[config.mk]
export PLATFORM = sky130hd
export DESIGN_NAME = rc_pulse_to_led_drive
export DESIGN_NICKNAME = d
export VERILOG_FILES = /design/src/rtl/rcpl_pkg.sv /design/src/rtl/rcpl_front.sv /design/src/rtl/rcpl_queue.sv /design/src/rtl/rcpl_back.sv /design/src/rtl/rc_pulse_to_led_drive.sv
export VERILOG_INCLUDE_DIRS = /design/src /design/src/rtl
export SDC_FILE = /design/constraint.sdc
export NUM_CORES = 1
export LEC_CHECK = 0
export ABC_AREA = 1
export BUFFER_PORTS_ARGS = -buffer_cell sky130_fd_sc_hd__buf_2
export CORE_UTILIZATION = 50
export CTS_CLUSTER_SIZE = 20
export DETAILED_ROUTE_END_ITERATION = 16
export PLACE_DENSITY = 0.65
export SKIP_LAST_GASP = 1
export SYNTH_ARGS = -nofsm -noshare
export SYNTH_HDL_FRONTEND = slang
export SYNTH_SLANG_ARGS = --single-unit
export TNS_END_PERCENT = 10
[constraint.sdc]
create_clock -name clock -period 5.6 [get_ports clock]
set_clock_uncertainty 0.2 [all_clocks]
set_input_delay 1.68 -clock clock [delete_from_list [all_inputs] [get_ports clock]]
set_output_delay 1.68 -clock clock [all_outputs]
set_load 0.02 [all_outputs]
[src/rtl/rc_pulse_to_led_drive_assert.svh]
// Assertion macros shared by the RC pulse to LED drive design.
`ifndef RC_PULSE_TO_LED_DRIVE_ASSERT_SVH
`define RC_PULSE_TO_LED_DRIVE_ASSERT_SVH

// Condition must hold in the same cycle as the trigger.
`define RCPL_ASSERT_NOW(label, trig, chk, msg) \
   label: assert property (@(posedge clock) disable iff (reset) (trig) |-> (chk)) \
      else $error(msg);

// Condition must hold in the cycle after the trigger.
`define RCPL_ASSERT_NEXT(label, trig, chk, msg) \
   label: assert property (@(posedge clock) disable iff (reset) (trig) |=> (chk)) \
      else $error(msg);

`endif

[src/rtl/rcpl_pkg.sv]
// Shared types and constants for the RC pulse to LED drive block.
package rcpl_pkg;

   localparam int TIME_BITS_DEFAULT = 32;
   localparam int TS_FIELD_BITS     = 32;
   localparam int WIDTH_BITS        = 16;
   localparam int DUTY_BITS         = 8;
   localparam int DZ_BITS           = 10;
   localparam int CH_BITS           = 2;
   localparam int NUM_CHANNELS      = 3;
   localparam int CSR_ADDR_BITS     = 5;
   localparam int CSR_DATA_BITS     = 32;

   localparam logic [CH_BITS-1:0] CH_SWITCH     = 2'd0;
   localparam logic [CH_BITS-1:0] CH_BRIGHTNESS = 2'd1;
   localparam logic [CH_BITS-1:0] CH_COLOR      = 2'd2;

   localparam logic [DUTY_BITS-1:0]  DUTY_FULL = 8'hFF;
   localparam logic [DUTY_BITS-1:0]  DUTY_OFF  = 8'h00;
   localparam logic [WIDTH_BITS-1:0] WIDTH_MAX = 16'hFFFF;

   localparam logic [WIDTH_BITS-1:0] RST_ON_THRESHOLD = 16'd1800;
   localparam logic [WIDTH_BITS-1:0] RST_PULSE_MIN    = 16'd1068;
   localparam logic [WIDTH_BITS-1:0] RST_PULSE_MAX    = 16'd1932;
   localparam logic [DZ_BITS-1:0]    RST_DEAD_ZONE    = 10'd15;
   localparam logic [WIDTH_BITS-1:0] RST_RED_END      = 16'd1354;
   localparam logic [WIDTH_BITS-1:0] RST_GREEN_START  = 16'd1355;
   localparam logic [WIDTH_BITS-1:0] RST_GREEN_END    = 16'd1641;
   localparam logic [WIDTH_BITS-1:0] RST_BLUE_START   = 16'd1642;

   // Numerator of a ramp is |x - a| * 255, which fits in 24 bits.
   localparam int NUM_BITS     = WIDTH_BITS + DUTY_BITS;
   localparam int DIV_CNT_BITS = $clog2(NUM_BITS + 1);

   localparam int QUEUE_DEPTH    = 2;
   localparam int QUEUE_PTR_BITS = (QUEUE_DEPTH > 1) ? $clog2(QUEUE_DEPTH) : 1;
   localparam int QUEUE_CNT_BITS = $clog2(QUEUE_DEPTH + 1);

   typedef enum logic [2:0] {
      REG_ON_THRESHOLD,
      REG_PULSE_MIN,
      REG_PULSE_MAX,
      REG_DEAD_ZONE,
      REG_RED_END,
      REG_GREEN_START,
      REG_GREEN_END,
      REG_BLUE_START
   } rcpl_reg_type;

   typedef struct packed {
      logic [WIDTH_BITS-1:0] on_threshold;
      logic [WIDTH_BITS-1:0] pulse_min;
      logic [WIDTH_BITS-1:0] pulse_max;
      logic [DZ_BITS-1:0]    dead_zone;
      logic [WIDTH_BITS-1:0] red_end;
      logic [WIDTH_BITS-1:0] green_start;
      logic [WIDTH_BITS-1:0] green_end;
      logic [WIDTH_BITS-1:0] blue_start;
   } rcpl_cfg_type;

   typedef enum logic [1:0] {
      COLOR_NONE,
      COLOR_RED,
      COLOR_GREEN,
      COLOR_BLUE
   } rcpl_color_type;

   // One classified pulse: either an immediate duty or a ramp
   // map(x, a, b, c, d) with c/d equal to 0/255 (rising) or 255/0 (falling).
   typedef struct packed {
      logic [CH_BITS-1:0]    channel;
      logic                  use_map;
      logic                  falling;
      rcpl_color_type        color;
      logic [DUTY_BITS-1:0]  imm;
      logic [WIDTH_BITS-1:0] x;
      logic [WIDTH_BITS-1:0] a;
      logic [WIDTH_BITS-1:0] b;
   } rcpl_job_type;

   typedef struct packed {
      logic empty;
      logic full;
   } rcpl_qstat_type;

   typedef enum logic [1:0] {
      BK_IDLE,
      BK_SETUP,
      BK_DIVIDE,
      BK_FINISH
   } rcpl_back_state_type;

endpackage

[src/rtl/rcpl_front.sv]
// Front end: edge capture, pulse width measurement and pulse classification.
module rcpl_front #(
   parameter int TIME_BITS = rcpl_pkg::TIME_BITS_DEFAULT
) (
   input  logic                                 clock,
   input  logic                                 reset,
   input  logic                                 req_valid,
   output logic                                 req_stall,
   input  logic [rcpl_pkg::CH_BITS-1:0]         req_channel,
   input  logic                                 req_level,
   input  logic [rcpl_pkg::TS_FIELD_BITS-1:0]   req_timestamp_us,
   input  rcpl_pkg::rcpl_cfg_type               cfg,
   input  rcpl_pkg::rcpl_qstat_type             q_stat,
   output logic                                 q_push,
   output rcpl_pkg::rcpl_job_type               q_job
);

   logic [TIME_BITS-1:0] start_time_ff [rcpl_pkg::NUM_CHANNELS];
   logic [TIME_BITS-1:0] start_time_in [rcpl_pkg::NUM_CHANNELS];
   logic [rcpl_pkg::NUM_CHANNELS-1:0] start_valid_ff, start_valid_in;

   logic                                pend_ff, pend_in;
   logic [rcpl_pkg::CH_BITS-1:0]        ch_ff, ch_in;
   logic [rcpl_pkg::WIDTH_BITS-1:0]     w_ff, w_in;

   logic                                accept;
   logic                                ch_ok;
   logic [TIME_BITS-1:0]                ts;
   logic [TIME_BITS-1:0]                diff;
   logic [rcpl_pkg::WIDTH_BITS-1:0]     mid;
   logic [rcpl_pkg::WIDTH_BITS:0]       bright_floor;

   // A measured pulse waits in the width register until the queue has room.
   assign q_push    = pend_ff && !q_stat.full;
   assign req_stall = pend_ff && q_stat.full;
   assign accept    = req_valid && !req_stall;
   assign ch_ok     = (req_channel == rcpl_pkg::CH_SWITCH) ||
                      (req_channel == rcpl_pkg::CH_BRIGHTNESS) ||
                      (req_channel == rcpl_pkg::CH_COLOR);
   assign ts        = TIME_BITS'(req_timestamp_us);
   assign diff      = ts - start_time_ff[req_channel];

   always_comb begin
      start_time_in  = start_time_ff;
      start_valid_in = start_valid_ff;
      pend_in        = pend_ff;
      ch_in          = ch_ff;
      w_in           = w_ff;
      if (q_push) begin
         pend_in = 1'b0;
      end
      if (accept && ch_ok) begin
         if (req_level) begin
            start_time_in[req_channel]  = ts;
            start_valid_in[req_channel] = 1'b1;
         end else if (start_valid_ff[req_channel]) begin
            start_valid_in[req_channel] = 1'b0;
            pend_in = 1'b1;
            ch_in   = req_channel;
            w_in    = (diff > TIME_BITS'(rcpl_pkg::WIDTH_MAX)) ?
                      rcpl_pkg::WIDTH_MAX : diff[rcpl_pkg::WIDTH_BITS-1:0];
         end
      end
   end

   always_ff @(posedge clock) begin
      if (reset) begin
         start_valid_ff <= '0;
         pend_ff        <= 1'b0;
      end else begin
         start_valid_ff <= start_valid_in;
         pend_ff        <= pend_in;
      end
      start_time_ff <= start_time_in;
      ch_ff         <= ch_in;
      w_ff          <= w_in;
   end

   // Classification of the held pulse into a ramp or a fixed duty.
   assign mid          = rcpl_pkg::WIDTH_BITS'(({1'b0, cfg.green_start} +
                                                {1'b0, cfg.green_end}) >> 1);
   assign bright_floor = {1'b0, cfg.pulse_min} +
                         (rcpl_pkg::WIDTH_BITS + 1)'(cfg.dead_zone);

   always_comb begin
      q_job         = '0;
      q_job.channel = ch_ff;
      q_job.x       = w_ff;
      q_job.color   = rcpl_pkg::COLOR_NONE;
      unique case (ch_ff)
         rcpl_pkg::CH_SWITCH: begin
            q_job.imm = (w_ff > cfg.on_threshold) ? rcpl_pkg::DUTY_FULL : rcpl_pkg::DUTY_OFF;
         end
         rcpl_pkg::CH_BRIGHTNESS: begin
            if ({1'b0, w_ff} > bright_floor) begin
               q_job.use_map = 1'b1;
               q_job.a       = cfg.pulse_min;
               q_job.b       = cfg.pulse_max;
            end
         end
         rcpl_pkg::CH_COLOR: begin
            if (w_ff <= cfg.red_end) begin
               q_job.use_map = 1'b1;
               q_job.falling = 1'b1;
               q_job.color   = rcpl_pkg::COLOR_RED;
               q_job.a       = cfg.pulse_min;
               q_job.b       = cfg.red_end;
            end else if (w_ff <= cfg.green_end) begin
               q_job.use_map = 1'b1;
               q_job.color   = rcpl_pkg::COLOR_GREEN;
               if (w_ff <= mid) begin
                  q_job.a = cfg.green_start;
                  q_job.b = mid;
               end else begin
                  q_job.falling = 1'b1;
                  q_job.a       = mid;
                  q_job.b       = cfg.green_end;
               end
            end else if (w_ff <= cfg.pulse_max) begin
               q_job.use_map = 1'b1;
               q_job.color   = rcpl_pkg::COLOR_BLUE;
               q_job.a       = cfg.blue_start;
               q_job.b       = cfg.pulse_max;
            end
         end
         default: begin
            q_job.imm = rcpl_pkg::DUTY_OFF;
         end
      endcase
   end

endmodule

[src/rtl/rcpl_queue.sv]
// Short job queue between the front end and the ramp engine.
module rcpl_queue (
   input  logic                     clock,
   input  logic                     reset,
   input  logic                     push,
   input  rcpl_pkg::rcpl_job_type   push_job,
   input  logic                     pop,
   output rcpl_pkg::rcpl_job_type   pop_job,
   output rcpl_pkg::rcpl_qstat_type stat
);

   localparam logic [rcpl_pkg::QUEUE_PTR_BITS-1:0] LAST_PTR =
      rcpl_pkg::QUEUE_PTR_BITS'(rcpl_pkg::QUEUE_DEPTH - 1);
   localparam logic [rcpl_pkg::QUEUE_CNT_BITS-1:0] FULL_CNT =
      rcpl_pkg::QUEUE_CNT_BITS'(rcpl_pkg::QUEUE_DEPTH);

   rcpl_pkg::rcpl_job_type                entry_ff [rcpl_pkg::QUEUE_DEPTH];
   logic [rcpl_pkg::QUEUE_PTR_BITS-1:0]   wr_ptr_ff, wr_ptr_in;
   logic [rcpl_pkg::QUEUE_PTR_BITS-1:0]   rd_ptr_ff, rd_ptr_in;
   logic [rcpl_pkg::QUEUE_CNT_BITS-1:0]   count_ff, count_in;

   assign stat.empty = (count_ff == '0);
   assign stat.full  = (count_ff == FULL_CNT);
   assign pop_job    = entry_ff[rd_ptr_ff];

   always_comb begin
      wr_ptr_in = wr_ptr_ff;
      rd_ptr_in = rd_ptr_ff;
      count_in  = count_ff;
      if (push) begin
         wr_ptr_in = (wr_ptr_ff == LAST_PTR) ? '0 : wr_ptr_ff + 1'b1;
      end
      if (pop) begin
         rd_ptr_in = (rd_ptr_ff == LAST_PTR) ? '0 : rd_ptr_ff + 1'b1;
      end
      if (push && !pop) begin
         count_in = count_ff + 1'b1;
      end else if (pop && !push) begin
         count_in = count_ff - 1'b1;
      end
   end

   always_ff @(posedge clock) begin
      if (reset) begin
         wr_ptr_ff <= '0;
         rd_ptr_ff <= '0;
         count_ff  <= '0;
      end else begin
         wr_ptr_ff <= wr_ptr_in;
         rd_ptr_ff <= rd_ptr_in;
         count_ff  <= count_in;
      end
      if (push) begin
         entry_ff[wr_ptr_ff] <= push_job;
      end
   end

endmodule

[src/rtl/rcpl_back.sv]
// Ramp engine: serial divider, duty state and the result register.
module rcpl_back (
   input  logic                            clock,
   input  logic                            reset,
   input  rcpl_pkg::rcpl_qstat_type        q_stat,
   input  rcpl_pkg::rcpl_job_type          q_job,
   output logic                            q_pop,
   output logic                            rsp_valid,
   input  logic                            rsp_stall,
   output logic [rcpl_pkg::CH_BITS-1:0]    rsp_updated_channel,
   output logic [rcpl_pkg::DUTY_BITS-1:0]  rsp_switch_duty,
   output logic [rcpl_pkg::DUTY_BITS-1:0]  rsp_brightness_duty,
   output logic [rcpl_pkg::DUTY_BITS-1:0]  rsp_red_duty,
   output logic [rcpl_pkg::DUTY_BITS-1:0]  rsp_green_duty,
   output logic [rcpl_pkg::DUTY_BITS-1:0]  rsp_blue_duty
);

   localparam int WB = rcpl_pkg::WIDTH_BITS;
   localparam int NB = rcpl_pkg::NUM_BITS;
   localparam int DB = rcpl_pkg::DUTY_BITS;
   localparam logic [rcpl_pkg::DIV_CNT_BITS-1:0] LAST_STEP =
      rcpl_pkg::DIV_CNT_BITS'(NB - 1);

   rcpl_pkg::rcpl_back_state_type state_ff, state_in;
   rcpl_pkg::rcpl_job_type        job_ff, job_in;

   logic [WB-1:0]                       den_ff, den_in;
   logic                                den_zero_ff, den_zero_in;
   logic                                neg_ff, neg_in;
   logic [WB:0]                         rem_ff, rem_in;
   logic [NB-1:0]                       quo_ff, quo_in;
   logic [rcpl_pkg::DIV_CNT_BITS-1:0]   cnt_ff, cnt_in;

   logic                                rsp_valid_ff, rsp_valid_in;
   logic [rcpl_pkg::CH_BITS-1:0]        chan_ff, chan_in;
   logic [DB-1:0]                       sw_ff, sw_in;
   logic [DB-1:0]                       br_ff, br_in;
   logic [DB-1:0]                       red_ff, red_in;
   logic [DB-1:0]                       grn_ff, grn_in;
   logic [DB-1:0]                       blu_ff, blu_in;

   logic                                out_free;
   logic                                xa_neg, den_neg;
   logic [WB-1:0]                       xa_mag, den_mag;
   logic [NB-1:0]                       num_mag;
   logic [WB:0]                         shifted;
   logic                                ge;
   logic [NB-1:0]                       quot;
   logic [DB-1:0]                       cval;
   logic [NB:0]                         sum;
   logic [DB-1:0]                       map_val;

   assign out_free = !rsp_valid_ff || !rsp_stall;

   // Ramp setup: |x - a| * 255 as a shift and subtract, signs kept apart.
   assign xa_neg  = job_ff.x < job_ff.a;
   assign xa_mag  = xa_neg ? (job_ff.a - job_ff.x) : (job_ff.x - job_ff.a);
   assign den_neg = job_ff.b < job_ff.a;
   assign den_mag = den_neg ? (job_ff.a - job_ff.b) : (job_ff.b - job_ff.a);
   assign num_mag = {xa_mag, {DB{1'b0}}} - NB'(xa_mag);

   // One restoring division step per cycle.
   assign shifted = {rem_ff[WB-1:0], quo_ff[NB-1]};
   assign ge      = shifted >= {1'b0, den_ff};

   // Quotient truncated toward zero; a zero divisor leaves only the offset.
   assign quot = den_zero_ff ? '0 : quo_ff;
   assign cval = job_ff.falling ? rcpl_pkg::DUTY_FULL : rcpl_pkg::DUTY_OFF;
   assign sum  = {1'b0, quot} + (NB + 1)'(cval);

   always_comb begin
      if (!neg_ff) begin
         map_val = (sum > (NB + 1)'(rcpl_pkg::DUTY_FULL)) ? rcpl_pkg::DUTY_FULL : sum[DB-1:0];
      end else begin
         map_val = (quot > NB'(cval)) ? rcpl_pkg::DUTY_OFF : (cval - quot[DB-1:0]);
      end
   end

   always_comb begin
      state_in     = state_ff;
      job_in       = job_ff;
      den_in       = den_ff;
      den_zero_in  = den_zero_ff;
      neg_in       = neg_ff;
      rem_in       = rem_ff;
      quo_in       = quo_ff;
      cnt_in       = cnt_ff;
      chan_in      = chan_ff;
      sw_in        = sw_ff;
      br_in        = br_ff;
      red_in       = red_ff;
      grn_in       = grn_ff;
      blu_in       = blu_ff;
      q_pop        = 1'b0;
      rsp_valid_in = rsp_valid_ff && rsp_stall;

      unique case (state_ff)
         rcpl_pkg::BK_IDLE: begin
            if (!q_stat.empty) begin
               q_pop    = 1'b1;
               job_in   = q_job;
               state_in = q_job.use_map ? rcpl_pkg::BK_SETUP : rcpl_pkg::BK_FINISH;
            end
         end
         rcpl_pkg::BK_SETUP: begin
            den_in      = den_mag;
            den_zero_in = (den_mag == '0);
            neg_in      = xa_neg ^ den_neg ^ job_ff.falling;
            rem_in      = '0;
            quo_in      = num_mag;
            cnt_in      = '0;
            state_in    = rcpl_pkg::BK_DIVIDE;
         end
         rcpl_pkg::BK_DIVIDE: begin
            rem_in = ge ? (shifted - {1'b0, den_ff}) : shifted;
            quo_in = {quo_ff[NB-2:0], ge};
            cnt_in = cnt_ff + 1'b1;
            if (cnt_ff == LAST_STEP) begin
               state_in = rcpl_pkg::BK_FINISH;
            end
         end
         rcpl_pkg::BK_FINISH: begin
            if (out_free) begin
               rsp_valid_in = 1'b1;
               chan_in      = job_ff.channel;
               unique case (job_ff.channel)
                  rcpl_pkg::CH_SWITCH: begin
                     sw_in = job_ff.imm;
                  end
                  rcpl_pkg::CH_BRIGHTNESS: begin
                     br_in = job_ff.use_map ? map_val : job_ff.imm;
                  end
                  default: begin
                     red_in = (job_ff.color == rcpl_pkg::COLOR_RED)   ? map_val : '0;
                     grn_in = (job_ff.color == rcpl_pkg::COLOR_GREEN) ? map_val : '0;
                     blu_in = (job_ff.color == rcpl_pkg::COLOR_BLUE)  ? map_val : '0;
                  end
               endcase
               state_in = rcpl_pkg::BK_IDLE;
            end
         end
         default: begin
            state_in = rcpl_pkg::BK_IDLE;
         end
      endcase
   end

   always_ff @(posedge clock) begin
      if (reset) begin
         state_ff     <= rcpl_pkg::BK_IDLE;
         rsp_valid_ff <= 1'b0;
         sw_ff        <= '0;
         br_ff        <= '0;
         red_ff       <= '0;
         grn_ff       <= '0;
         blu_ff       <= '0;
      end else begin
         state_ff     <= state_in;
         rsp_valid_ff <= rsp_valid_in;
         sw_ff        <= sw_in;
         br_ff        <= br_in;
         red_ff       <= red_in;
         grn_ff       <= grn_in;
         blu_ff       <= blu_in;
      end
      job_ff      <= job_in;
      den_ff      <= den_in;
      den_zero_ff <= den_zero_in;
      neg_ff      <= neg_in;
      rem_ff      <= rem_in;
      quo_ff      <= quo_in;
      cnt_ff      <= cnt_in;
      chan_ff     <= chan_in;
   end

   // The duty state doubles as the result payload.
   assign rsp_valid           = rsp_valid_ff;
   assign rsp_updated_channel = chan_ff;
   assign rsp_switch_duty     = sw_ff;
   assign rsp_brightness_duty = br_ff;
   assign rsp_red_duty        = red_ff;
   assign rsp_green_duty      = grn_ff;
   assign rsp_blue_duty       = blu_ff;

endmodule

[src/rtl/rc_pulse_to_led_drive.sv]
// RC pulse decoder that turns three receiver channels into LED duty values.
// Each transfer on the req_ side is one pin change; a rising edge records the
// start time, and a falling edge after a recorded start yields exactly one rsp_
// transfer carrying all current duties. Rising edges, unmatched falling edges and
// channel code three produce nothing. The switch channel and pulses with a fixed
// duty pass from the width register through the queue and the engine's finish
// state to the result register; a ramp (brightness or color) also passes the setup
// state and the 24-step restoring divider, which handles one pulse at a time. A
// two-entry queue lets further edges be taken while a ramp is being worked out.
// Registers are written over the csr_ port at byte address 4 times the register
// index, by the user only while the block is idle; the block does not enforce it.
module rc_pulse_to_led_drive #(
   parameter int TIME_BITS = rcpl_pkg::TIME_BITS_DEFAULT
) (
   input  logic                                 clock,
   input  logic                                 reset,
   input  logic                                 req_valid,
   output logic                                 req_stall,
   input  logic [rcpl_pkg::CH_BITS-1:0]         req_channel,
   input  logic                                 req_level,
   input  logic [rcpl_pkg::TS_FIELD_BITS-1:0]   req_timestamp_us,
   output logic                                 rsp_valid,
   input  logic                                 rsp_stall,
   output logic [rcpl_pkg::CH_BITS-1:0]         rsp_updated_channel,
   output logic [rcpl_pkg::DUTY_BITS-1:0]       rsp_switch_duty,
   output logic [rcpl_pkg::DUTY_BITS-1:0]       rsp_brightness_duty,
   output logic [rcpl_pkg::DUTY_BITS-1:0]       rsp_red_duty,
   output logic [rcpl_pkg::DUTY_BITS-1:0]       rsp_green_duty,
   output logic [rcpl_pkg::DUTY_BITS-1:0]       rsp_blue_duty,
   input  logic                                 csr_psel,
   input  logic                                 csr_penable,
   input  logic                                 csr_pwrite,
   input  logic [rcpl_pkg::CSR_ADDR_BITS-1:0]   csr_paddr,
   input  logic [rcpl_pkg::CSR_DATA_BITS-1:0]   csr_pwdata,
   output logic [rcpl_pkg::CSR_DATA_BITS-1:0]   csr_prdata,
   output logic                                 csr_pready
);

`include "rc_pulse_to_led_drive_assert.svh"

   rcpl_pkg::rcpl_cfg_type   cfg_ff, cfg_in;
   rcpl_pkg::rcpl_reg_type   reg_sel;
   rcpl_pkg::rcpl_qstat_type q_stat;
   rcpl_pkg::rcpl_job_type   push_job, pop_job;
   logic                     q_push, q_pop;
   logic                     csr_write;
   logic                     rsp_chan_ok;

   assign csr_pready = 1'b1;
   assign csr_write  = csr_psel && csr_penable && csr_pwrite && csr_pready;
   assign reg_sel    = rcpl_pkg::rcpl_reg_type'(csr_paddr[4:2]);

   always_comb begin
      cfg_in = cfg_ff;
      if (csr_write) begin
         unique case (reg_sel)
            rcpl_pkg::REG_ON_THRESHOLD: cfg_in.on_threshold = csr_pwdata[15:0];
            rcpl_pkg::REG_PULSE_MIN:    cfg_in.pulse_min    = csr_pwdata[15:0];
            rcpl_pkg::REG_PULSE_MAX:    cfg_in.pulse_max    = csr_pwdata[15:0];
            rcpl_pkg::REG_DEAD_ZONE:    cfg_in.dead_zone    = csr_pwdata[9:0];
            rcpl_pkg::REG_RED_END:      cfg_in.red_end      = csr_pwdata[15:0];
            rcpl_pkg::REG_GREEN_START:  cfg_in.green_start  = csr_pwdata[15:0];
            rcpl_pkg::REG_GREEN_END:    cfg_in.green_end    = csr_pwdata[15:0];
            rcpl_pkg::REG_BLUE_START:   cfg_in.blue_start   = csr_pwdata[15:0];
         endcase
      end
   end

   always_comb begin
      unique case (reg_sel)
         rcpl_pkg::REG_ON_THRESHOLD: csr_prdata = 32'(cfg_ff.on_threshold);
         rcpl_pkg::REG_PULSE_MIN:    csr_prdata = 32'(cfg_ff.pulse_min);
         rcpl_pkg::REG_PULSE_MAX:    csr_prdata = 32'(cfg_ff.pulse_max);
         rcpl_pkg::REG_DEAD_ZONE:    csr_prdata = 32'(cfg_ff.dead_zone);
         rcpl_pkg::REG_RED_END:      csr_prdata = 32'(cfg_ff.red_end);
         rcpl_pkg::REG_GREEN_START:  csr_prdata = 32'(cfg_ff.green_start);
         rcpl_pkg::REG_GREEN_END:    csr_prdata = 32'(cfg_ff.green_end);
         rcpl_pkg::REG_BLUE_START:   csr_prdata = 32'(cfg_ff.blue_start);
      endcase
   end

   always_ff @(posedge clock) begin
      if (reset) begin
         cfg_ff.on_threshold <= rcpl_pkg::RST_ON_THRESHOLD;
         cfg_ff.pulse_min    <= rcpl_pkg::RST_PULSE_MIN;
         cfg_ff.pulse_max    <= rcpl_pkg::RST_PULSE_MAX;
         cfg_ff.dead_zone    <= rcpl_pkg::RST_DEAD_ZONE;
         cfg_ff.red_end      <= rcpl_pkg::RST_RED_END;
         cfg_ff.green_start  <= rcpl_pkg::RST_GREEN_START;
         cfg_ff.green_end    <= rcpl_pkg::RST_GREEN_END;
         cfg_ff.blue_start   <= rcpl_pkg::RST_BLUE_START;
      end else begin
         cfg_ff <= cfg_in;
      end
   end

   rcpl_front #(
      .TIME_BITS (TIME_BITS)
   ) u_front (
      .clock            (clock),
      .reset            (reset),
      .req_valid        (req_valid),
      .req_stall        (req_stall),
      .req_channel      (req_channel),
      .req_level        (req_level),
      .req_timestamp_us (req_timestamp_us),
      .cfg              (cfg_ff),
      .q_stat           (q_stat),
      .q_push           (q_push),
      .q_job            (push_job)
   );

   rcpl_queue u_queue (
      .clock    (clock),
      .reset    (reset),
      .push     (q_push),
      .push_job (push_job),
      .pop      (q_pop),
      .pop_job  (pop_job),
      .stat     (q_stat)
   );

   rcpl_back u_back (
      .clock               (clock),
      .reset               (reset),
      .q_stat              (q_stat),
      .q_job               (pop_job),
      .q_pop               (q_pop),
      .rsp_valid           (rsp_valid),
      .rsp_stall           (rsp_stall),
      .rsp_updated_channel (rsp_updated_channel),
      .rsp_switch_duty     (rsp_switch_duty),
      .rsp_brightness_duty (rsp_brightness_duty),
      .rsp_red_duty        (rsp_red_duty),
      .rsp_green_duty      (rsp_green_duty),
      .rsp_blue_duty       (rsp_blue_duty)
   );

   assign rsp_chan_ok = (rsp_updated_channel == rcpl_pkg::CH_SWITCH) ||
                        (rsp_updated_channel == rcpl_pkg::CH_BRIGHTNESS) ||
                        (rsp_updated_channel == rcpl_pkg::CH_COLOR);

   `RCPL_ASSERT_NOW(a_no_push_when_full, q_push, !q_stat.full, "queue written while full")
   `RCPL_ASSERT_NOW(a_no_pop_when_empty, q_pop, !q_stat.empty, "queue read while empty")
   `RCPL_ASSERT_NEXT(a_push_fills_queue, q_push && !q_pop, !q_stat.empty, "pushed job lost")
   `RCPL_ASSERT_NOW(a_result_channel_legal, rsp_valid, rsp_chan_ok, "result for unused channel")

endmodule

## Word-level counts from Yosys, hierarchy flattened

Memory sizes are Yosys's and may differ from the RTL's. A register that Yosys moved wholly into a read port is not among the register bits.
Index checks and enable logic that the tools add are counted.

- Memories kept: 1
- Logic and storage cells: 220
- Memory bits (writable): 124
- Register bits: 414
- Bits of input ports: 79

Memories:

| memory | words | width | read ports | clocked after Yosys merged registers in | write ports | line | RTL |
|---|---|---|---|---|---|---|---|
| u_queue.entry_ff | 2 | 62 | 1 | 1 | 1 | rcpl_queue.sv:17 | `rcpl_pkg::rcpl_job_type entry_ff [rcpl_pkg::QUEUE_DEPTH];` |

- Bitwise operators: 9
- Reduce and logical (&&, ||, !) cells: 48
- Mux-type cells: 67
- $lt $le $gt $ge: 16
- $add $sub $neg: 16
- Equal/unequal tests: 23

Operators by type and width:

| cell | count |
|---|---|
| 2-to-1 mux 32 bit | 8 |
| one-hot mux 32 bit (8 select lines) | 1 |
| bitwise mux 96 bit | 1 |
| 2-to-1 mux 8 bit | 10 |
| subtractor 16 bit | 5 |
| binary-select mux 32 bit (select 2 bit) | 1 |
| demux 32 bit (select 2 bit) | 1 |
| less-or-equal comparator 16 bit | 4 |
| one-hot mux 32 bit (2 select lines) | 1 |
| 2-to-1 mux 16 bit | 3 |
| one-hot mux 24 bit (2 select lines) | 1 |
| > comparator 32 x 16 -> 1 bit (second input constant) | 1 |
| < comparator 16 bit | 2 |
| one-hot mux 16 bit (2 select lines) | 1 |
| subtractor 32 bit | 1 |
| adder 24 x 8 -> 25 bit | 1 |
| > comparator 25 x 8 -> 1 bit (second input constant) | 1 |
| > comparator 24 x 8 -> 1 bit | 1 |
| 2-to-1 mux 24 bit | 1 |
| AND reduction 2 bit | 12 |
| subtractor 24 x 16 -> 24 bit | 1 |
| 2-to-1 mux 1 bit | 21 |
| adder 16 x 10 -> 17 bit | 1 |
| adder 16 x 16 -> 17 bit | 1 |
| 43 further kinds | 98 |

## Logic depth before layout (Yosys ltp)

Gate-level depths: netlist (run 1).

- Depth after elaboration: 8
- Depth in mapped cells: 27

## Hierarchy

Synthesis (run 1) repeated with hierarchy kept, for this count alone.

- Cell total of the unflattened synthesis: 4588
- Area total of the unflattened synthesis: 36418.7 sq um

Modules (own cells, without submodules):

| module | cells each | times used | seq. area each (sq um) | area an instance (sq um) |
|---|---|---|---|---|
| rcpl_back | 1778 | 1 | 4674.5 | 13327.8 |
| rcpl_front | 1752 | 1 | 3503.4 | 12325.6 |
| rc_pulse_to_led_drive | 832 | 1 | 2442.3 | 5760.5 |
| rcpl_queue | 226 | 1 | 3823.7 | 5004.8 |

## Worst setup path before layout (run 1)

OpenSTA, ideal clock, no wires.

- Kind: input -> register
- Start: in req_channel[1] in the netlist's numbering
- End: reg u_front.w_ff[5] in the netlist's numbering, data pin
- Stages on the path: 22
- Arrival: 4.500 ns
- Required time: 5.129 ns
- Path slack: 0.629 ns
- Setup time: 0.271 ns
- Path through: nor2_1 clkbuf_1 a22oi_1 nand2_1 ha_1 inv_1 fa_1 nand2_1 nand2_1 and2_1 nand2_1 nand2_1 a21oi_2 nand3b_1 nand2_1 nand2_1 nand2_1 nor2_1 nand2_1 nor2_2 buf_6 nand4_1

- Word-level cells in the longest chain between the ends: 6

Ends and longest elaborated chain:

| item | line | RTL |
|---|---|---|
| start, declared | rc_pulse_to_led_drive.sv:19 | `input logic [rcpl_pkg::CH_BITS-1:0] req_channel,` |
| NOT 2 -> 3 bit (implied by the code) * | rcpl_front.sv:41 | `assign diff = ts - start_time_ff[req_channel];` |
| binary-select mux 32 bit (select 2 bit) * | rcpl_front.sv:41 |  |
| 2-to-1 mux 32 bit (implied by the code) * (2 in a row) | rcpl_front.sv:41 |  |
| subtractor 32 bit * | rcpl_front.sv:41 |  |
| > comparator 32 x 16 -> 1 bit | rcpl_front.sv:60 | `w_in = (diff > TIME_BITS'(rcpl_pkg::WIDTH_MAX)) ?` |
| end signal, assigned | rcpl_front.sv:76 | `w_ff <= w_in;` |
| end, declared | rcpl_front.sv:24 | `logic [rcpl_pkg::WIDTH_BITS-1:0] w_ff, w_in;` |

Mark *: on every way between the ends. The rest lies on a longest branch, timed or not. The select of a mux whose other input is x is not followed.
A chain may end at the register's enable or synchronous reset.

## Final worst setup path (run 1)

- Start: in csr_paddr[4] in the netlist's numbering
- End: out csr_prdata[11] in the netlist's numbering

- Word-level cells in the longest chain between the ends: 2
- Elaborated cells between the ends (all ways): 9
- Classes of those cells: eq/ne (7); mux (1); reduce/logical (1)

Ends and longest elaborated chain:

| item | line | RTL |
|---|---|---|
| start, declared | rc_pulse_to_led_drive.sv:33 | `input logic [rcpl_pkg::CSR_ADDR_BITS-1:0] csr_paddr,` |
| == test 3 bit, or another cell as far along | rc_pulse_to_led_drive.sv:70 | `unique case (reg_sel)` |
| one-hot mux 32 bit (8 select lines) * | rc_pulse_to_led_drive.sv:70 |  |
| end, declared | rc_pulse_to_led_drive.sv:35 | `output logic [rcpl_pkg::CSR_DATA_BITS-1:0] csr_prdata,` |

Marked as above.

==> results of run 1 <==
## cells in the final DEF (no fill, tap or decap), types with 40 or more instances in the layout
cell type                   synthesis  routed
sky130_fd_sc_hd__o21ai_0          252     252
sky130_fd_sc_hd__mux2_2            55      55
sky130_fd_sc_hd__buf_4             25      46
sky130_fd_sc_hd__nand3_1          208     208
sky130_fd_sc_hd__xnor2_1           40      40
sky130_fd_sc_hd__edfxtp_1         344     344
sky130_fd_sc_hd__nor3_1            41      40
sky130_fd_sc_hd__nand4_1           99      99
sky130_fd_sc_hd__buf_2             12     120
sky130_fd_sc_hd__a21oi_1          439     438
sky130_fd_sc_hd__xor2_1            74      74
sky130_fd_sc_hd__ha_1             273     272
sky130_fd_sc_hd__nand2_1          914     914
sky130_fd_sc_hd__dfxtp_1          167     166
sky130_fd_sc_hd__inv_1            497     496
sky130_fd_sc_hd__clkbuf_16          0      58
sky130_fd_sc_hd__nor2_1           267     260
## through the flow
stage | util (%) | setup slack (ns) | instance area [um^2]
after floorplan | - | 0.6293 | 33610
after global placement | 53.02 | 0.3087 | 35050
after detailed placement | 53.02 | 0.2501 | 35050
after CTS | 56.11 | 0.4136 | 37090
after global routing | 56.11 | 0.2207 | 37090
final | 56.11 | 0.3283 | 37090
## synth_stat cells, drive strengths merged, types with 18 or more instances
cell type  number
nand2         943
inv           513
a21oi         443
edfxtp        344
nor2          283
ha            273
o21ai         266
nand3         211
dfxtp         167
clkbuf        109
nand4          99
xor2           74
mux2           55
nor3           44
buf            42
xnor2          41
o211ai         36
a221oi         27
a22o           24
nand3b         21
o22ai          18
## routing by layer
metal	vias up	global-route usage, %
met5	-	0
met4	0	8.963
met3	150	2.981
met2	869	44.99
met1	13390	37.94
li1	14300	-
## registers in the layout, indices dropped and copies added, names as in the netlist, 8 cells and up, named ones only
register                    count
u_back.rsp_brightness_duty      8
u_back.rsp_blue_duty            8
u_back.rsp_green_duty           8
cfg_ff                        122
u_back.rem_ff                  16
u_back.rsp_red_duty             8
u_queue.entry_ff              110
u_back.den_ff                  16
u_front.w_ff                   16
u_front.start_time_ff          96
u_back.quo_ff                  24
u_back.job_ff                  55
## report_power, final
part | internal, mW | total (mW) | switching, mW | leakage (nW)
sequential | 4.82 | 5.16 | 0.340 | 4.55
combinational | 3.06 | 9.10 | 6.03 | 10.5
clock | 2.42 | 4.04 | 1.62 | 0.991
## worst min path at each step
stage | start | to | slack, ns | cells after the start
CTS | u_queue.rd_ptr_ff$_SDFFE_PP0P_ | flop | 0.25 | 1
finish | u_queue.rd_ptr_ff$_SDFFE_PP0P_ | flop | 0.25 | 1
detailed placement | u_queue.rd_ptr_ff$_SDFFE_PP0P_ | flop | 0.25 | 1
global placement | u_queue.rd_ptr_ff$_SDFFE_PP0P_ | flop | 0.22 | 1
floorplan | u_queue.rd_ptr_ff$_SDFFE_PP0P_ | flop | 0.23 | 1
global route | u_queue.rd_ptr_ff$_SDFFE_PP0P_ | flop | 0.28 | 1
## layout make-up
type	instances	area (um^2)
clock buffers	76	1590
multi-input cells	2980	17360
flip-flops and latches	511	13670
clock inverters	31	450.4
fillers	6151	29010
well taps	864	1081
inverters	518	1944
repair buffers	168	985.9
## cell families after synthesis
group,Yosys count,synth area share [%]
other cells,2,0.02238
mux,56,1.876
flops,511,40.75
buf+inv,669,7.879
simple gates,1617,20.75
xor+xnor,115,3.024
fa+ha+maj,283,10.78
compound gates,892,14.92
==> key figures, run 1 <==
Outcome
  – Result of the run: finished, final reports clean

Clock network
  – Clock Path Buffers: 3
  – Number of buffers added by the clock tree synthesis step: 57
  – Sinks on the clock net: 511
  – Count of buffers added by post-CTS timing repair for setup: 0
  – Root Buffer: sky130_fd_sc_hd__clkbuf_16
  – CTS Hold Buffers Added: 0
  – TritonCTS clock tree: yes
  – Later-pin clock latency in the skew report: 0.66 ns
  – Number of instances resized during post-cts repair: 0
  – H-tree depth: 2
  – Clock slew seen by the registers of the worst setup and hold paths: 0.06 ns

Floorplan
  – Vertical die dimension: 261.1 um
  – Number of placement rows: 94
  – Total core area: 0.06610 mm^2
  – Initial core utilization: 50.76%
  – Boundary Pins: 156
  – Die width: 261.1 um
  – Die ar.: 0.06815 mm^2

Cells and area
  – Final-stage net count: 4598
  – Ratio of cells with drive above 1 in the final layout: 9.407%
  – Final antenna diode count: 0
  – Final Non-Filler Cells: 5148
  – Layout-stage area growth over the synthesis result: 10.53%

Timing
  – Total negative slack: 0 ns
  – Final count of hold timing violations: 0
  – Maximum clock frequency: 189.7 MHz
  – Number of slew-limit violations in the final report: 0
  – Finish-stage setup viols: 0
  – Setup repair after global routing missed its margin: false
  – Headroom to the max-slew limit: 20.29%
  – Ratio of final minimum period to clock period: 94.14%
  – Final min period: 5.272 ns
  – Hold Worst Slack: 0.2513 ns
  – Slew @ Worst Pin: 1.194 ns

Synth
  – Warning count from the yosys run: 0
  – Proportion of synthesized flip-flops having asynchronous set or reset: 0%
  – Synth top area share: 30.79%
  – Count of flip-flops with a built-in enable after synthesis: 344
  – Count of distinct cell types in the synthesized netlist: 69
  – Most area-consuming cells after synthesis: sky130_fd_sc_hd__edfxtp_1 (31%), sky130_fd_sc_hd__nand2_1 (10%), sky130_fd_sc_hd__ha_1 (10%), sky130_fd_sc_hd__dfxtp_1 (10%), sky130_fd_sc_hd__a21oi_1 (6.5%)
  – Number of synthesized register bits: 511
  – Leading area contributor after synthesis: sky130_fd_sc_hd__edfxtp_1
  – Post-Syn Area: 0.03355 mm^2
  – Post-synthesis average cell area: 8.095 um^2
  – Most common flop cell mapped by yosys: sky130_fd_sc_hd__edfxtp_1
  – Post-synthesis sequential area ratio: 40.75%
  – Number of instances in the synthesized netlist: 4145

Worst setup path
  – Max stage delay on crit path: 0.40 ns
  – Cell depth of the worst flop-to-flop path: 22
  – Kind of start point of the critical path: input pin
  – Critical Path Sink: csr_prdata[11]
  – Crit path required time: 3.72 ns
  – Critical Setup Path Class: input pin to output pin
  – Worst Path Max Fanout: 12
  – Crit end category: output pin
  – Worst setup path startpoint: csr_paddr[4]
  – Count of buffer and inverter cells on the critical path: 4
  – Cell family with most CP delay: buffers and inverters
  – Cell Chain, Critical Path: buf_2 -> inv_1 -> nor3_1 -> inv_1 -> o22ai_1 -> a221oi_1 -> o2111ai_1 -> buf_2
  – Crit path depth: 8
  – Data arrival time of the worst path: 3.39 ns
  – Worst reg-to-reg setup slack: 0.63 ns
  – Worst reg2reg endpoint: u_queue.entry_ff[1][30]$_DFFE_PP_
  – Beginning of the worst register-to-register path: cfg_ff[16]$_SDFFE_PP1P_
  – Slowest cell on the critical path: sky130_fd_sc_hd__a221oi_1

Route
  – Met3 WL post-DR: 5897 um
  – Total number of vias: 28710
  – Highest routed layer: met4
  – # DRC: 0
  – Routed length on met2: 43920 um
  – Drt first pass iters: 8
  – WL/cell: 18.45 um
  – Post-DRT Antenna Nets: 0
  – Average via count per standard cell: 5.577
  – Number of DRC markers in iteration 0: 2525
  – Wire length the detailed router placed on met1: 42140 um
  – Wirelength, routed: 94960 um

Global route
  – Number of global-route vias before repair: 26580
  – First-pass GRT wire length: 147300 um
  – Largest net degree at the start of global routing: 76
  – Leftover overflow at the end of global routing: 0
  – GRT Resource Usage Total: 27.46%
  – Initial antenna violation count: 2

Flow run
  – Max Cap Violations: 0

Placed design
  – DP HPWL: 71560 um
  – Placed cell count: 5041
  – Number of I/O port buffers: 120
  – Weighted congestion reported at the end of routability-driven placement: 0.9587

Power and ir drop
  – Power density over the cells: 493.1 mW/mm^2
  – Design Power: 18.29 mW
  – Maximum vdd ir drop: 0.3874 mV
  – Leakage Power: 16.04 nW

Min path
  – Hold Path Class: flop to flop
Note: power is estimated with default switching activity, not from simulation.
==> run 2: changes to the inputs <==
--- a/config.mk
+++ b/config.mk
@@ -6,7 +6,6 @@
 export SDC_FILE = /design/constraint.sdc
 export NUM_CORES = 1
 export LEC_CHECK = 0
-export ABC_AREA = 1
 export BUFFER_PORTS_ARGS = -buffer_cell sky130_fd_sc_hd__buf_2
 export CORE_UTILIZATION = 50
 export CTS_CLUSTER_SIZE = 20
==> run 2 against run 1 <==
Final cell count is 14% lower. Worst hold slack better by 0.0036 ns. Via count is 10% lower. Maximum frequency is 2.1% lower. Total power hardly changed. Highest routed layer unchanged. Die area is 4.1% lower. Sequential power is 2% higher. Routed wire length is 4.4% lower. Area after synthesis is 4.1% lower. Combinational power is 3.1% higher. Sequential share of layout area is 0.44 points higher.
==> key figures, run 2 <==
Clock network
  – Number of instances resized during post-cts repair: 0
  – Clock slew seen by the registers of the worst setup and hold paths: 0.07 ns
  – CTS Hold Buffers Added: 0
  – H-tree depth: 2
  – TritonCTS clock tree: yes
  – Clock Path Buffers: 3
  – Number of buffers added by the clock tree synthesis step: 55
  – Root Buffer: sky130_fd_sc_hd__clkbuf_16
  – Sinks on the clock net: 511
  – Later-pin clock latency in the skew report: 0.63 ns
  – Count of buffers added by post-CTS timing repair for setup: 0

Synth
  – Most area-consuming cells after synthesis: sky130_fd_sc_hd__edfxtp_1 (32%), sky130_fd_sc_hd__ha_1 (11%), sky130_fd_sc_hd__dfxtp_1 (10%), sky130_fd_sc_hd__a21oi_1 (4.3%), sky130_fd_sc_hd__nand2_1 (4.1%)
  – Count of distinct cell types in the synthesized netlist: 105
  – Leading area contributor after synthesis: sky130_fd_sc_hd__edfxtp_1
  – Post-synthesis average cell area: 9.738 um^2
  – Post-synthesis sequential area ratio: 42.49%
  – Proportion of synthesized flip-flops having asynchronous set or reset: 0%
  – Post-Syn Area: 0.03218 mm^2
  – Number of synthesized register bits: 511
  – Most common flop cell mapped by yosys: sky130_fd_sc_hd__edfxtp_1
  – Most common library cells after synthesis: sky130_fd_sc_hd__nand2_1 (355), sky130_fd_sc_hd__edfxtp_1 (344), sky130_fd_sc_hd__a21oi_1 (274)
  – Top-count cell post-synth: sky130_fd_sc_hd__nand2_1
  – Warning count from the yosys run: 0
  – Number of instances in the synthesized netlist: 3305
  – Count of flip-flops with a built-in enable after synthesis: 344
  – Synth top area share: 32.10%

Cells and area
  – Biggest regs: cfg_ff x122, u_queue.entry_ff x110, u_front.start_time_ff x96
  – Cell area after layout: 0.03666 mm^2
  – Final-stage net count: 3894
  – Final Non-Filler Cells: 4424
  – Max FFs per register: 122
  – Leading cell type in the layout, fill and taps excluded: sky130_fd_sc_hd__nand2_1
  – Post-layout util: 57.91%
  – Layout-stage area growth over the synthesis result: 13.91%
  – Ratio of cells with drive above 1 in the final layout: 15.90%
  – Commonest cells after routing, fill and taps aside: sky130_fd_sc_hd__nand2_1 (355), sky130_fd_sc_hd__edfxtp_1 (344), sky130_fd_sc_hd__a21oi_1 (270), sky130_fd_sc_hd__ha_1 (270), sky130_fd_sc_hd__inv_1 (232)
  – Final antenna diode count: 0
  – Largest register by flop count: cfg_ff

Floorplan
  – Die ar.: 0.06539 mm^2
  – Vertical die dimension: 255.7 um
  – Total core area: 0.06331 mm^2
  – Boundary Pins: 156
  – Initial core utilization: 50.83%
  – Number of placement rows: 92
  – Die width: 255.7 um

Timing
  – Final count of hold timing violations: 0
  – Maximum clock frequency: 185.7 MHz
  – Slew @ Worst Pin: 1.200 ns
  – Final min period: 5.385 ns
  – Finish-stage setup viols: 0
  – Hold Worst Slack: 0.2549 ns
  – Total negative slack: 0 ns
  – Setup repair after global routing missed its margin: true
  – Ratio of final minimum period to clock period: 96.17%
  – Headroom to the max-slew limit: 19.68%
  – Number of slew-limit violations in the final report: 0

Power and ir drop
  – Power density over the cells: 499.0 mW/mm^2
  – Maximum vdd ir drop: 0.4649 mV
  – Leakage Power: 14.99 nW

Worst setup path
  – Crit path required time: 5.85 ns
  – Beginning of the worst register-to-register path: cfg_ff[90]$_SDFFE_PP0P_
  – Slowest cell on the critical path: sky130_fd_sc_hd__fa_1
  – Cell depth of the worst flop-to-flop path: 23
  – Cell family with most CP delay: compound AO/OA/AOI/OAI gates
  – Critical Setup Path Class: flop to flop
  – Max stage delay on crit path: 0.42 ns
  – Cell Chain, Critical Path: ha_1 -> fa_1 -> a21o_1 -> a21oi_1 -> o21bai_1 -> a21oi_1 -> o21bai_1 -> a21o_1 -> a21o_1 -> a21oi_1 -> nor2_1 -> xnor2_1 -> ha_1 -> and3_1 -> nand3_1 -> nor2_1 -> o21ai_0 -> o2111ai_1 -> o311a_1 -> inv_1 -> o22ai_1 -> buf_4 -> a22o_1
  – Worst reg2reg endpoint: u_queue.entry_ff[1][21]$_DFFE_PP_
  – Worst Path Max Fanout: 8
  – Worst reg-to-reg setup slack: 0.21 ns
  – Crit end category: flop
  – Data arrival time of the worst path: 5.64 ns
  – Kind of start point of the critical path: flop
  – Count of buffer and inverter cells on the critical path: 2

Min path
  – Start point of the worst hold path: cfg_ff[113]$_SDFFE_PP0P_
  – Cell depth of the worst min-delay path: 2
  – Hold Path Class: flop to flop
  – Endpoint, Worst Hold: cfg_ff[113]$_SDFFE_PP0P_

Global route
  – Initial antenna violation count: 0
  – Leftover overflow at the end of global routing: 0
  – Number of global-route vias before repair: 25540
  – GRT Resource Usage Total: 27.17%
  – Largest net degree at the start of global routing: 81
  – First-pass GRT wire length: 141000 um

Placed design
  – Placed cell count: 4321
  – Weighted congestion reported at the end of routability-driven placement: 0.9529
  – DP HPWL: 68290 um
  – Area post-placement: 0.03483 mm^2
  – Number of I/O port buffers: 120

Route
  – # DRC: 0
  – Number of DRC markers in iteration 0: 2058
  – WL/cell: 20.53 um
  – Post-DRT Antenna Nets: 0
  – Total number of vias: 25740
  – Wirelength, routed: 90810 um
  – Average via count per standard cell: 5.818
  – Drt first pass iters: 6

Outcome
  – Result of the run: finished, final reports clean

Flow run
  – Max Cap Violations: 0
## run 2: changes by cell type in the layout (fill, tap and decap cells not counted), moves of 30 or more
cell                       delta
sky130_fd_sc_hd__buf_4      +155
sky130_fd_sc_hd__nor2_1      -42
sky130_fd_sc_hd__mux2i_1    +113
sky130_fd_sc_hd__o21ai_0    -111
sky130_fd_sc_hd__a211o_1     +30
sky130_fd_sc_hd__a21o_1      +59
sky130_fd_sc_hd__nand2b_1    +62
sky130_fd_sc_hd__o21a_1      +40
sky130_fd_sc_hd__inv_1      -264
sky130_fd_sc_hd__a21oi_1    -168
sky130_fd_sc_hd__nand4_1     -61
sky130_fd_sc_hd__nor2b_1     +62
sky130_fd_sc_hd__nand2_1    -559
sky130_fd_sc_hd__nand3_1    -168
## run 2: logic make-up after synthesis
kind of cell	count (synthesis)	synth area share, %
DFF	511	42.49
AOI/OAI and AO/OA	863	17.81
muxes	184	6.275
xor gates and xnor gates	112	3.095
buffers and inverters	403	5.136
and+or+nand+nor	947	13.94
adders and majority gates	283	11.24
other	2	0.02334
## run 2: tightest hold or removal path, stage by stage (launching register included)
cell and delay [ns]:
sky130_fd_sc_hd__dfxtp_1 0.31, sky130_fd_sc_hd__nand2_1 0.05, sky130_fd_sc_hd__a21oi_1 0.05
## run 2: layout make-up
type / instances / area [um^2]
fillers: 5509 / 26650
multi-input cells: 2406 / 17070
flip-flops and latches: 511 / 13680
repair buffers: 324 / 2185
clock buffers: 75 / 1574
well taps: 846 / 1059
inverters: 234 / 878.3
clock inverters: 28 / 217.7
## run 2: how the worst max path moves through the flow
stage | from | to | cells past startpoint | slack [ns]
CTS | cfg_ff[17]$_SDFFE_PP0P_ | u_queue.entry_ff[1][1]$_DFFE_PP_ | 24 | 0.08
finish | cfg_ff[90]$_SDFFE_PP0P_ | u_queue.entry_ff[1][21]$_DFFE_PP_ | 23 | 0.21
global route | cfg_ff[16]$_SDFFE_PP1P_ | u_queue.entry_ff[1][3]$_DFFE_PP_ | 25 | -0.06
detailed placement | req_channel[0] | u_front.w_ff[1]$_SDFFCE_PN1P_ | 17 | -0.44
global placement | req_channel[0] | u_front.w_ff[1]$_SDFFCE_PN1P_ | 17 | -0.36
floorplan | req_channel[0] | u_front.w_ff[1]$_SDFFCE_PN1P_ | 21 | -0.08
## run 2: layer usage
metal  track usage (%)  wire [um]  vias to the layer above
met3             3.189       5083                      207
met4             10.21       3178                        0
met2             45.98      43360                      795
met5                 0          0                        -
li1                  -          -                    12360
met1             35.63      39190                    12370
## run 2: power breakdown
group	internal, mW	switching, mW
Sequential	4.88	0.403
Clock	2.07	1.57
Combinational	3.90	5.48
Total	10.8	7.45
## run 2: through the flow
stage                     setup slack, ns  total power, mW
final                              0.2147            18.29
after CTS                         0.07906            18.30
after global routing             -0.06365            19.55
after floorplan                  -0.08360            12.11
after global placement            -0.3622            14.40
after detailed placement          -0.4413            14.60
